$ cat src/rtl/bce_pkg.sv
package bce_pkg;

    // limb-serial arithmetic: 18 limbs of 16 bits cover the scaled sum
    localparam int LIMB_W     = 16;
    localparam int LIMBS      = 18;
    localparam int ACC_W      = LIMBS * LIMB_W;
    localparam int LIMB_IDX_W = 5;
    localparam logic [LIMB_IDX_W-1:0] LAST_LIMB = LIMB_IDX_W'(LIMBS - 1);

    localparam int DEG_W   = 4;
    localparam int DEG_N   = 16;
    localparam int IDX_W   = 4;
    localparam int BINOM_W = 13;
    localparam int COORD_W = 32;
    localparam int COEF_W  = 45;
    localparam int T_W     = 17;
    localparam logic [T_W-1:0] ONE_Q16 = 17'h10000;

    // lane multiply-accumulate and its signed carry
    localparam int MAC_W    = 62;
    localparam int CARRY_W  = MAC_W - LIMB_W;
    // power register carry
    localparam int PMAC_W   = 34;
    localparam int PCARRY_W = PMAC_W - LIMB_W;

    localparam logic ACT_LOAD = 1'b0;
    localparam logic ACT_EVAL = 1'b1;

    localparam logic signed [COORD_W-1:0] SAT_MAX = 32'sh7FFF_FFFF;
    localparam logic signed [COORD_W-1:0] SAT_MIN = 32'sh8000_0000;

    // Pascal's triangle, row n and column k at entry n*16+k
    function automatic logic [DEG_N*DEG_N*BINOM_W-1:0] binom_table();
        logic [DEG_N*DEG_N*BINOM_W-1:0] tab;
        int r;
        int c;
        tab = '0;
        for (r = 0; r < DEG_N; r++)
        begin
            for (c = 0; c <= r; c++)
            begin
                if (c == 0 || c == r)
                begin
                    tab[(r * DEG_N + c) * BINOM_W +: BINOM_W] = BINOM_W'(1);
                end
                else
                begin
                    tab[(r * DEG_N + c) * BINOM_W +: BINOM_W] =
                        tab[((r - 1) * DEG_N + c - 1) * BINOM_W +: BINOM_W] +
                        tab[((r - 1) * DEG_N + c) * BINOM_W +: BINOM_W];
                end
            end
        end
        return tab;
    endfunction

    localparam logic [DEG_N*DEG_N*BINOM_W-1:0] BINOM_TAB = binom_table();

    function automatic logic [BINOM_W-1:0] binom(input logic [DEG_W-1:0] n,
                                                 input logic [DEG_W-1:0] k);
        return BINOM_TAB[int'({n, k}) * BINOM_W +: BINOM_W];
    endfunction

    // controller to datapath
    typedef struct packed {
        logic                  load;    // write one control point
        logic                  start;   // clear accumulators, latch t
        logic                  fetch;   // read point, look up binomial
        logic                  mult;    // form per-point coefficients
        logic                  pass;    // one limb of the MAC pass
        logic                  round;   // one limb of the rounding pass
        logic                  emit;    // load the output register
        logic                  first;   // first limb of a pass
        logic [LIMB_IDX_W-1:0] limb;
        logic [DEG_W-1:0]      step;
        logic [DEG_W-1:0]      degree;
    } bce_cmd_t;

    // datapath to controller
    typedef struct packed {
        logic out_free;
    } bce_status_t;

endpackage

$ cat src/rtl/bce_ctrl.sv
// Sequencer: per point fetch, coefficient, MAC pass; then rounding pass.
module bce_ctrl
(
    input  logic                           clk,
    input  logic                           rst_n,
    input  logic                           in_valid,
    input  logic                           in_action,
    output logic                           in_ready,
    input  logic [bce_pkg::DEG_W-1:0]      degree,
    input  bce_pkg::bce_status_t           status,
    output bce_pkg::bce_cmd_t              cmd
);

    localparam logic [2:0] ST_IDLE  = 3'd0;
    localparam logic [2:0] ST_FETCH = 3'd1;
    localparam logic [2:0] ST_MULT  = 3'd2;
    localparam logic [2:0] ST_PASS  = 3'd3;
    localparam logic [2:0] ST_ROUND = 3'd4;
    localparam logic [2:0] ST_POST  = 3'd5;

    logic [2:0]                          state_reg;
    logic [2:0]                          state_next;
    logic [bce_pkg::DEG_W-1:0]           step_reg;
    logic [bce_pkg::DEG_W-1:0]           step_next;
    logic [bce_pkg::DEG_W-1:0]           n_reg;
    logic [bce_pkg::DEG_W-1:0]           n_next;
    logic [bce_pkg::LIMB_IDX_W-1:0]      limb_reg;
    logic [bce_pkg::LIMB_IDX_W-1:0]      limb_next;

    // next state and commands
    always_comb
    begin
        state_next = state_reg;
        step_next  = step_reg;
        n_next     = n_reg;
        limb_next  = limb_reg;
        in_ready   = 1'b0;
        cmd        = '0;
        cmd.limb   = limb_reg;
        cmd.step   = step_reg;
        cmd.degree = n_reg;
        cmd.first  = (limb_reg == '0);
        unique case (state_reg)
            ST_IDLE:
            begin
                in_ready = 1'b1;
                if (in_valid)
                begin
                    if (in_action == bce_pkg::ACT_LOAD)
                    begin
                        cmd.load = 1'b1;
                    end
                    else
                    begin
                        cmd.start  = 1'b1;
                        n_next     = degree;
                        step_next  = '0;
                        state_next = ST_FETCH;
                    end
                end
            end
            ST_FETCH:
            begin
                cmd.fetch  = 1'b1;
                state_next = ST_MULT;
            end
            ST_MULT:
            begin
                cmd.mult   = 1'b1;
                limb_next  = '0;
                state_next = ST_PASS;
            end
            ST_PASS:
            begin
                cmd.pass = 1'b1;
                if (limb_reg == bce_pkg::LAST_LIMB)
                begin
                    limb_next = '0;
                    if (step_reg == n_reg)
                    begin
                        state_next = ST_ROUND;
                    end
                    else
                    begin
                        step_next  = step_reg + bce_pkg::DEG_W'(1);
                        state_next = ST_FETCH;
                    end
                end
                else
                begin
                    limb_next = limb_reg + bce_pkg::LIMB_IDX_W'(1);
                end
            end
            ST_ROUND:
            begin
                cmd.round = 1'b1;
                if (limb_reg == bce_pkg::LAST_LIMB)
                begin
                    limb_next  = '0;
                    state_next = ST_POST;
                end
                else
                begin
                    limb_next = limb_reg + bce_pkg::LIMB_IDX_W'(1);
                end
            end
            ST_POST:
            begin
                if (status.out_free)
                begin
                    cmd.emit   = 1'b1;
                    state_next = ST_IDLE;
                end
            end
            default:
            begin
                state_next = ST_IDLE;
            end
        endcase
    end

    always_ff @(posedge clk or negedge rst_n)
    begin
        if (!rst_n)
        begin
            state_reg <= ST_IDLE;
            step_reg  <= '0;
            n_reg     <= '0;
            limb_reg  <= '0;
        end
        else
        begin
            state_reg <= state_next;
            step_reg  <= step_next;
            n_reg     <= n_next;
            limb_reg  <= limb_next;
        end
    end

    // at most one datapath operation per cycle
    a_cmd_excl: assert property (@(posedge clk) disable iff (!rst_n)
        $onehot0({cmd.load, cmd.start, cmd.fetch, cmd.mult, cmd.pass, cmd.round,
                  cmd.emit}))
        else $error("overlapping datapath commands");

    // point index never runs beyond the latched degree
    a_step_range: assert property (@(posedge clk) disable iff (!rst_n)
        (state_reg != ST_IDLE) |-> (step_reg <= n_reg))
        else $error("point index past degree");

    // a pass always starts at limb zero
    a_pass_start: assert property (@(posedge clk) disable iff (!rst_n)
        (state_reg == ST_MULT) |=> (state_reg == ST_PASS && limb_reg == '0))
        else $error("pass did not start at limb zero");

    a_emit_idle: assert property (@(posedge clk) disable iff (!rst_n)
        cmd.emit |=> (state_reg == ST_IDLE))
        else $error("sequencer busy after emit");

endmodule
$ cat config.mk
export PLATFORM = sky130hd
export DESIGN_NAME = bce_ctrl
export DESIGN_NICKNAME = d
export VERILOG_FILES = /design/src/rtl/bce_pkg.sv /design/src/rtl/bce_ctrl.sv
export SDC_FILE = /design/constraint.sdc
export NUM_CORES = 1
export LEC_CHECK = 0
export ABC_AREA = 1
export BUFFER_PORTS_ARGS = -buffer_cell sky130_fd_sc_hd__buf_2
export CAP_MARGIN = 20
export CORE_UTILIZATION = 45
export DETAILED_ROUTE_END_ITERATION = 7
export PLACE_DENSITY = 0.74
export RECOVER_POWER = 25
export SLEW_MARGIN = 20
export SYNTH_ARGS = -nofsm -noshare
export SYNTH_HDL_FRONTEND = slang
export SYNTH_SLANG_ARGS = --single-unit
$ cat constraint.sdc
create_clock -name clk -period 1.24 [get_ports clk]
set_input_delay 0.124 -clock clk [delete_from_list [all_inputs] [get_ports clk]]
set_output_delay 0.124 -clock clk [all_outputs]
set_load 0.02 [all_outputs]
==> results of run 1 <==
## cell type report
type / instances / area (um^2)
Multi-Input combinational cell: 98 / 658
Timing Repair Buffer: 67 / 517
Sequential cell: 16 / 408
Fill cell: 105 / 283
Inverter: 21 / 86.3
Clock buffer: 4 / 36.3
Tap cell: 27 / 33.8
## kinds of logic after synthesis
| family | after synthesis |
|---|---|
| simple gates | 79 |
| buf+inv | 22 |
| flops | 16 |
| compound gates | 11 |
| xor+xnor | 4 |
| fa+ha+maj | 4 |
## metrics by stage
step	util, %	cell area (um^2)	hold slack [ns]	cells	setup TNS, ns
after global placement	66.5	1350	0.0576	208	-0.0756
after CTS	79.3	1600	0.0455	225	-2.83
final	86.0	1740	0.0569	233	-3.72
after global routing	86.0	1740	0.0673	233	-4.75
after floorplan	-	1050	-0.172	136	-0.393
after detailed placement	66.5	1350	0.0628	208	-0.332
## cell usage after synthesis, drive strengths merged
cell     n
xor2     3
ha       4
nand2   50
o21ai    8
xnor2    1
nor2    14
nor3     2
nand4    4
dfrtp   16
clkinv   1
buf      1
inv     20
nand3    9
a21oi    1
o22ai    1
a211o    1
## path summary, 6_finish.rpt
kind	startpoint	to	slack, ns	cells after the start
worst max-delay path	state_reg[2]	cmd[17]	-0.30	6
worst min-delay path	degree[3]	n_reg[3]	0.06	3
worst max register to register	state_reg[2]	step_reg[0]	-0.21	7
worst min register to register	step_reg[0]	step_reg[0]	0.58	2
max in group asynchronous	rst_n	limb_reg[0]	0.14	2
min in group asynchronous	rst_n	n_reg[0]	0.47	2
## power breakdown
| part | internal, mW | switching (mW) |
|---|---|---|
| Combinational | 1.62 | 1.89 |
| Sequential | 0.744 | 0.254 |
| Clock | 0.179 | 0.177 |
## layer usage
| layer | GRT usage, % | wire, um |
|---|---|---|
| met1 | 27.1 | 1310 |
| met2 | 55.8 | 1940 |
| met3 | 3.74 | 180 |
| met4 | 11.8 | 157 |
| met5 | 0 | 0 |
## worst max-delay path, stage by stage, from the launching register on
cell and delay [ns]:
dfrtp_2 0.47, inv_2 0.12, buf_6 0.11, nand2_4 0.05, nor2_4 0.13, buf_4 0.14
buf_6 0.11
## timing repair
action	CTS	global route
setup endpoints to repair	18	24
buffers inserted	12	8
endpoints found under the hold margin	16	0
hold buffers	1	0
resized for setup	37	26
pin swaps	9	7
==> summary.txt, run 1 <==
Post-Synth Simple-Gate Area - 35.6%
Slew Limit Headroom - 38.3%
Setup CP Type - reg2out
height of the chip - 49.0 um
initial antenna violation count - 0
top cells by area, synth - dfrtp_1 (40%), nand2_1 (17%), inv_1 (6.4%), ha_1 (5.0%), nor2_1 (4.9%)
compound-cell area share of the yosys netlist - 6.43%
vias - 1233
max-slew violations - 0
n_diodes - 0
post-route ant nets - 0
leak pwr - 0.918 nW
GPL Wtd Cong - 0.828
Hold WC Path Type - in2reg
worst-skew pair later-pin latency - 0.29 ns
Root Driver - clkbuf_4
Worst-Margin Slew - 0.926 ns
post-synthesis cell type count - 23
crit share post-route - 124%
initial DRC count - 36
status - finished, violations left
die area - 0.00240 mm^2
clock-pin slew on the worst setup and hold paths - 0.11 ns
Max Cap Viol - 0
Clock Sinks - 16
VDD IR-drop max - 0.00219 V
dpl hpwl - 2.00 mm
Netlist Area Pre-Place - 992 um^2
Port Buffers - 30
RSZ-0062 raised after global routing - true
largest family of logic cells by synthesized area - simple AND/OR/NAND/NOR gates
most frequent cells in the layout - nand2_1 (37), buf_4 (26), buf_2 (21)
total CTS buffers - 3
fin crit period - 1.54 ns
CTS tree - built
H-tree depth - 1
final worst slack - -0.301 ns
Post-Syn Area per Cell - 7.30 um^2
first-pass GRT wire length - 4.95 mm
Pwr Density - 2790 mW/mm^2
worst slack, placed - -0.0653 ns
router iterations before antenna repair - 4
Hold Vio Cnt, Final - 0
gr usage total - 27.5%
clock buffer depth - 2
vias in the first global route - 1134
Ys Warns - 0
failing checks - setup timing
DRC viols - 0
Setup Viol. Count Final - 21
largest net degree at the start of global routing - 17
area share of fa/ha/maj cells after synthesis - 5.04%
post-synth net total - 149
Die X - 49.0 um
share of layout cells above drive strength 1 - 53.4%
Area Overhead vs Synth - 75.3%
I/O pin count - 31
Setup crit start kind - flip-flop
number of flip-flops under the largest register name - 5
fmax - 0.649 GHz
multiplexer share of the synthesized area - 0%
CP required - 1.12 ns
largest area contributor in the netlist - dfrtp_1
Layout Skew - 0.00625 ns
WL/cell - 15.4 um
Yosys top cell area share - 40.4%
num rows - 16
Final #Nets - 220
Core ar. - 0.00202 mm^2
worst-path maximum fanout - 5
sequential fraction of the synthesis area - 40.4%
grt total ovfl - 0
Crit. End Element - primary output
Total Wirelength - 3.59 mm
Synth Instances - 136
Starting Density - 49.1%
xor and xnor fraction of the mapped netlist area - 3.53%
Via-to-Cell Ratio - 5.29
synthesized flop and latch total - 16
total power - 4.86 mW
most common cell after layout, fill and taps aside - nand2_1
worst path arrival time - 1.42 ns
(Power assumes the default switching activity.)
==> run 2, diff against run 1 <==
==> constraint.sdc (replaced) <==
create_clock -name clk -period 1.24 [get_ports clk]
set_input_delay 0.248 -clock clk [delete_from_list [all_inputs] [get_ports clk]]
set_output_delay 0.248 -clock clk [all_outputs]
set_load 0.02 [all_outputs]
==> run 2 against run 1 <==
Compared with the run above:
- the run still ends with setup timing left
- worst setup slack lost 0.14 ns
- die area is the same
- first-iteration DRC count shrank 14%
- critical path depth shrank 2
- maximum frequency shrank 8.4%
- cell count grew 1.3%
- cell area grew 9.1%
- wire length grew 18%
- largest cell class unchanged
- largest power group unchanged
- highest routed layer unchanged
==> summary.txt, run 2 (synthesis gave the netlist of run 1 again) <==
status - finished, violations left
failing checks - setup timing
Port Buffers - 30 (unchanged)
Seq pwr share - 19.1% (-1.4 points)
Int Power - 2.78 mW (+9.4%)
Root Driver - clkbuf_4
placed cells - 210 (+0.96%)
worst path arrival time - 1.43 ns (about the same)
most common cell after layout, fill and taps aside - nand2_1
Starting Density - 49.1% (unchanged)
worst-skew pair later-pin latency - 0.30 ns (about the same)
fmax - 0.595 GHz (-8.4%)
total CTS buffers - 3 (unchanged)
Pwr Density - 2870 mW/mm^2 (+2.6%)
TNS Setup - -6.95 ns (-3.22 ns)
Switching Share - 48.9% (+1.2 points)
Area Overhead vs Synth - 91.2%
final std cells w/o fill - 236 (+1.3%)
Layout Skew - 0.00305 ns (-0.00321 ns)
Crit. End Element - primary output
hold slack - 0.162 ns (+0.105 ns)
post-route ant nets - 0 (unchanged)
n_diodes - 0 (unchanged)
share of layout cells above drive strength 1 - 60.3% (+6.9 points)
height of the chip - 49.0 um (unchanged)
first-pass GRT wire length - 5.59 mm (+13%)
max-slew violations - 0 (unchanged)
VDD IR-drop max - 0.00250 V (+14%)
worst-path maximum fanout - 4 (-1)
Hold Vio Cnt, Final - 0 (unchanged)
router iterations before antenna repair - 4 (unchanged)
num rows - 16 (unchanged)
fin crit period - 1.68 ns (+0.141 ns)
GPL Wtd Cong - 0.825 (-0.31%)
vias in the first global route - 1252 (+10%)
Via-to-Cell Ratio - 5.50 (+3.9%)
Layout fillers - 64 (-39%)
most frequent cells in the layout - nand2_1 (33), buf_6 (32), buf_4 (21)
WL/cell - 18.0 um (+17%)
Slew Limit Headroom - 70.7% (+32 points)
total power - 5.44 mW (+12%)
dpl hpwl - 1.99 mm (-0.62%)
Clock Sinks - 16 (unchanged)
Hold WC Path Type - in2reg
Total Wirelength - 4.25 mm (+18%)
final worst slack - -0.442 ns (-0.141 ns)
grt total ovfl - 0 (unchanged)
CTS tree - built
I/O pin count - 31 (unchanged)
RSZ-0062 raised after global routing - true
Core ar. - 0.00202 mm^2 (unchanged)
P_sw - 2.66 mW (+15%)
Comb pwr share - 74.0% (+1.8 points)
Final #Nets - 223 (+1.4%)
Die X - 49.0 um (unchanged)
Setup Viol. Count Final - 27 (+29%)
initial DRC count - 31 (-14%)
Setup CP Type - reg2out
crit share post-route - 136% (+11 points)
initial antenna violation count - 0 (unchanged)
H-tree depth - 1 (unchanged)
Finished Core Util - 93.8% (+7.8 points)
clock buffer depth - 2 (unchanged)
Clock power frac - 6.9% (-0.4 points)
Setup crit start kind - flip-flop
Worst-Margin Slew - 0.439 ns (-0.487 ns)
gr usage total - 30.9% (+3.4 points)
number of flip-flops under the largest register name - 5 (unchanged)
largest net degree at the start of global routing - 17 (unchanged)
leak pwr - 0.969 nW (+5.6%)
worst slack, placed - -0.0974 ns (-0.0321 ns)
die area - 0.00240 mm^2 (unchanged)
vias - 1297 (+5.2%)
Max Cap Viol - 0 (unchanged)
Area after DPL - 0.00137 mm^2 (+1.5%)
clock-pin slew on the worst setup and hold paths - 0.11 ns (about the same)
DRC viols - 0 (unchanged)
CP required - 0.99 ns (-0.13 ns)
design area - 0.00190 mm^2 (+9.1%)
## run 2: cell types whose count changed in the layout (fill, tap and decap cells not counted), sizes merged
| cell | delta |
|---|---|
| buf | +3 |
## run 2: power by group through the flow
stage          Sequential, mW  Combinational (mW)  Clock (mW)
2_1_floorplan            1.15                1.30           0
3_3_place_gp            0.947                2.27           0
3_5_place_dp            0.974                2.35           0
4_1_cts                 0.994                2.86       0.366
5_1_grt                  1.06                4.27       0.404
6_report                 1.04                4.03       0.372
## run 2: layer usage
metal | vias up | track usage [%] | wire (um)
met5 | - | 0 | 0
met1 | 617 | 36.0 | 1650
met3 | 31 | 3.43 | 250
met4 | 0 | 17.2 | 256
li1 | 575 | - | -
met2 | 74 | 54.9 | 2100
## run 2: worst max-delay path: stages, from the launching register on
cell and delay [ns]:
dfrtp_2 0.48, nor3_4 0.31, nand2_2 0.12, nor2_4 0.10
buf_6 0.12
## run 2: layout make-up
class	instances	area, um^2	share of cell area, %
Inverter	21	87.6	4.62
Multi-Input combinational cell	98	722	38.1
Sequential cell	16	409	21.6
Timing Repair Buffer	70	608	32.1
Tap cell	27	33.8	1.78
Clock buffer	4	36.3	1.91
## run 2: path summary, 6_finish.rpt
path                         startpoint          end  slack, ns  depth (start not counted)
max                        state_reg[1]      cmd[20]      -0.44                          4
min                           degree[2]     n_reg[2]       0.16                          3
max reg2reg                state_reg[1]  step_reg[0]      -0.43                          8
min reg2reg                 step_reg[1]  step_reg[1]       0.57                          2
max in group asynchronous         rst_n  step_reg[1]       0.50                          2
min in group asynchronous         rst_n     n_reg[3]       0.41                          2
## run 2: what timing repair did
action                                  in CTS  in global routing
setup buffers                                9                 16
resized for setup                           42                 57
endpoints found under the setup margin      30                 32
hold endpoints to repair                    16                  0
hold buffers                                 1                  0
pin swaps                                    9                 14
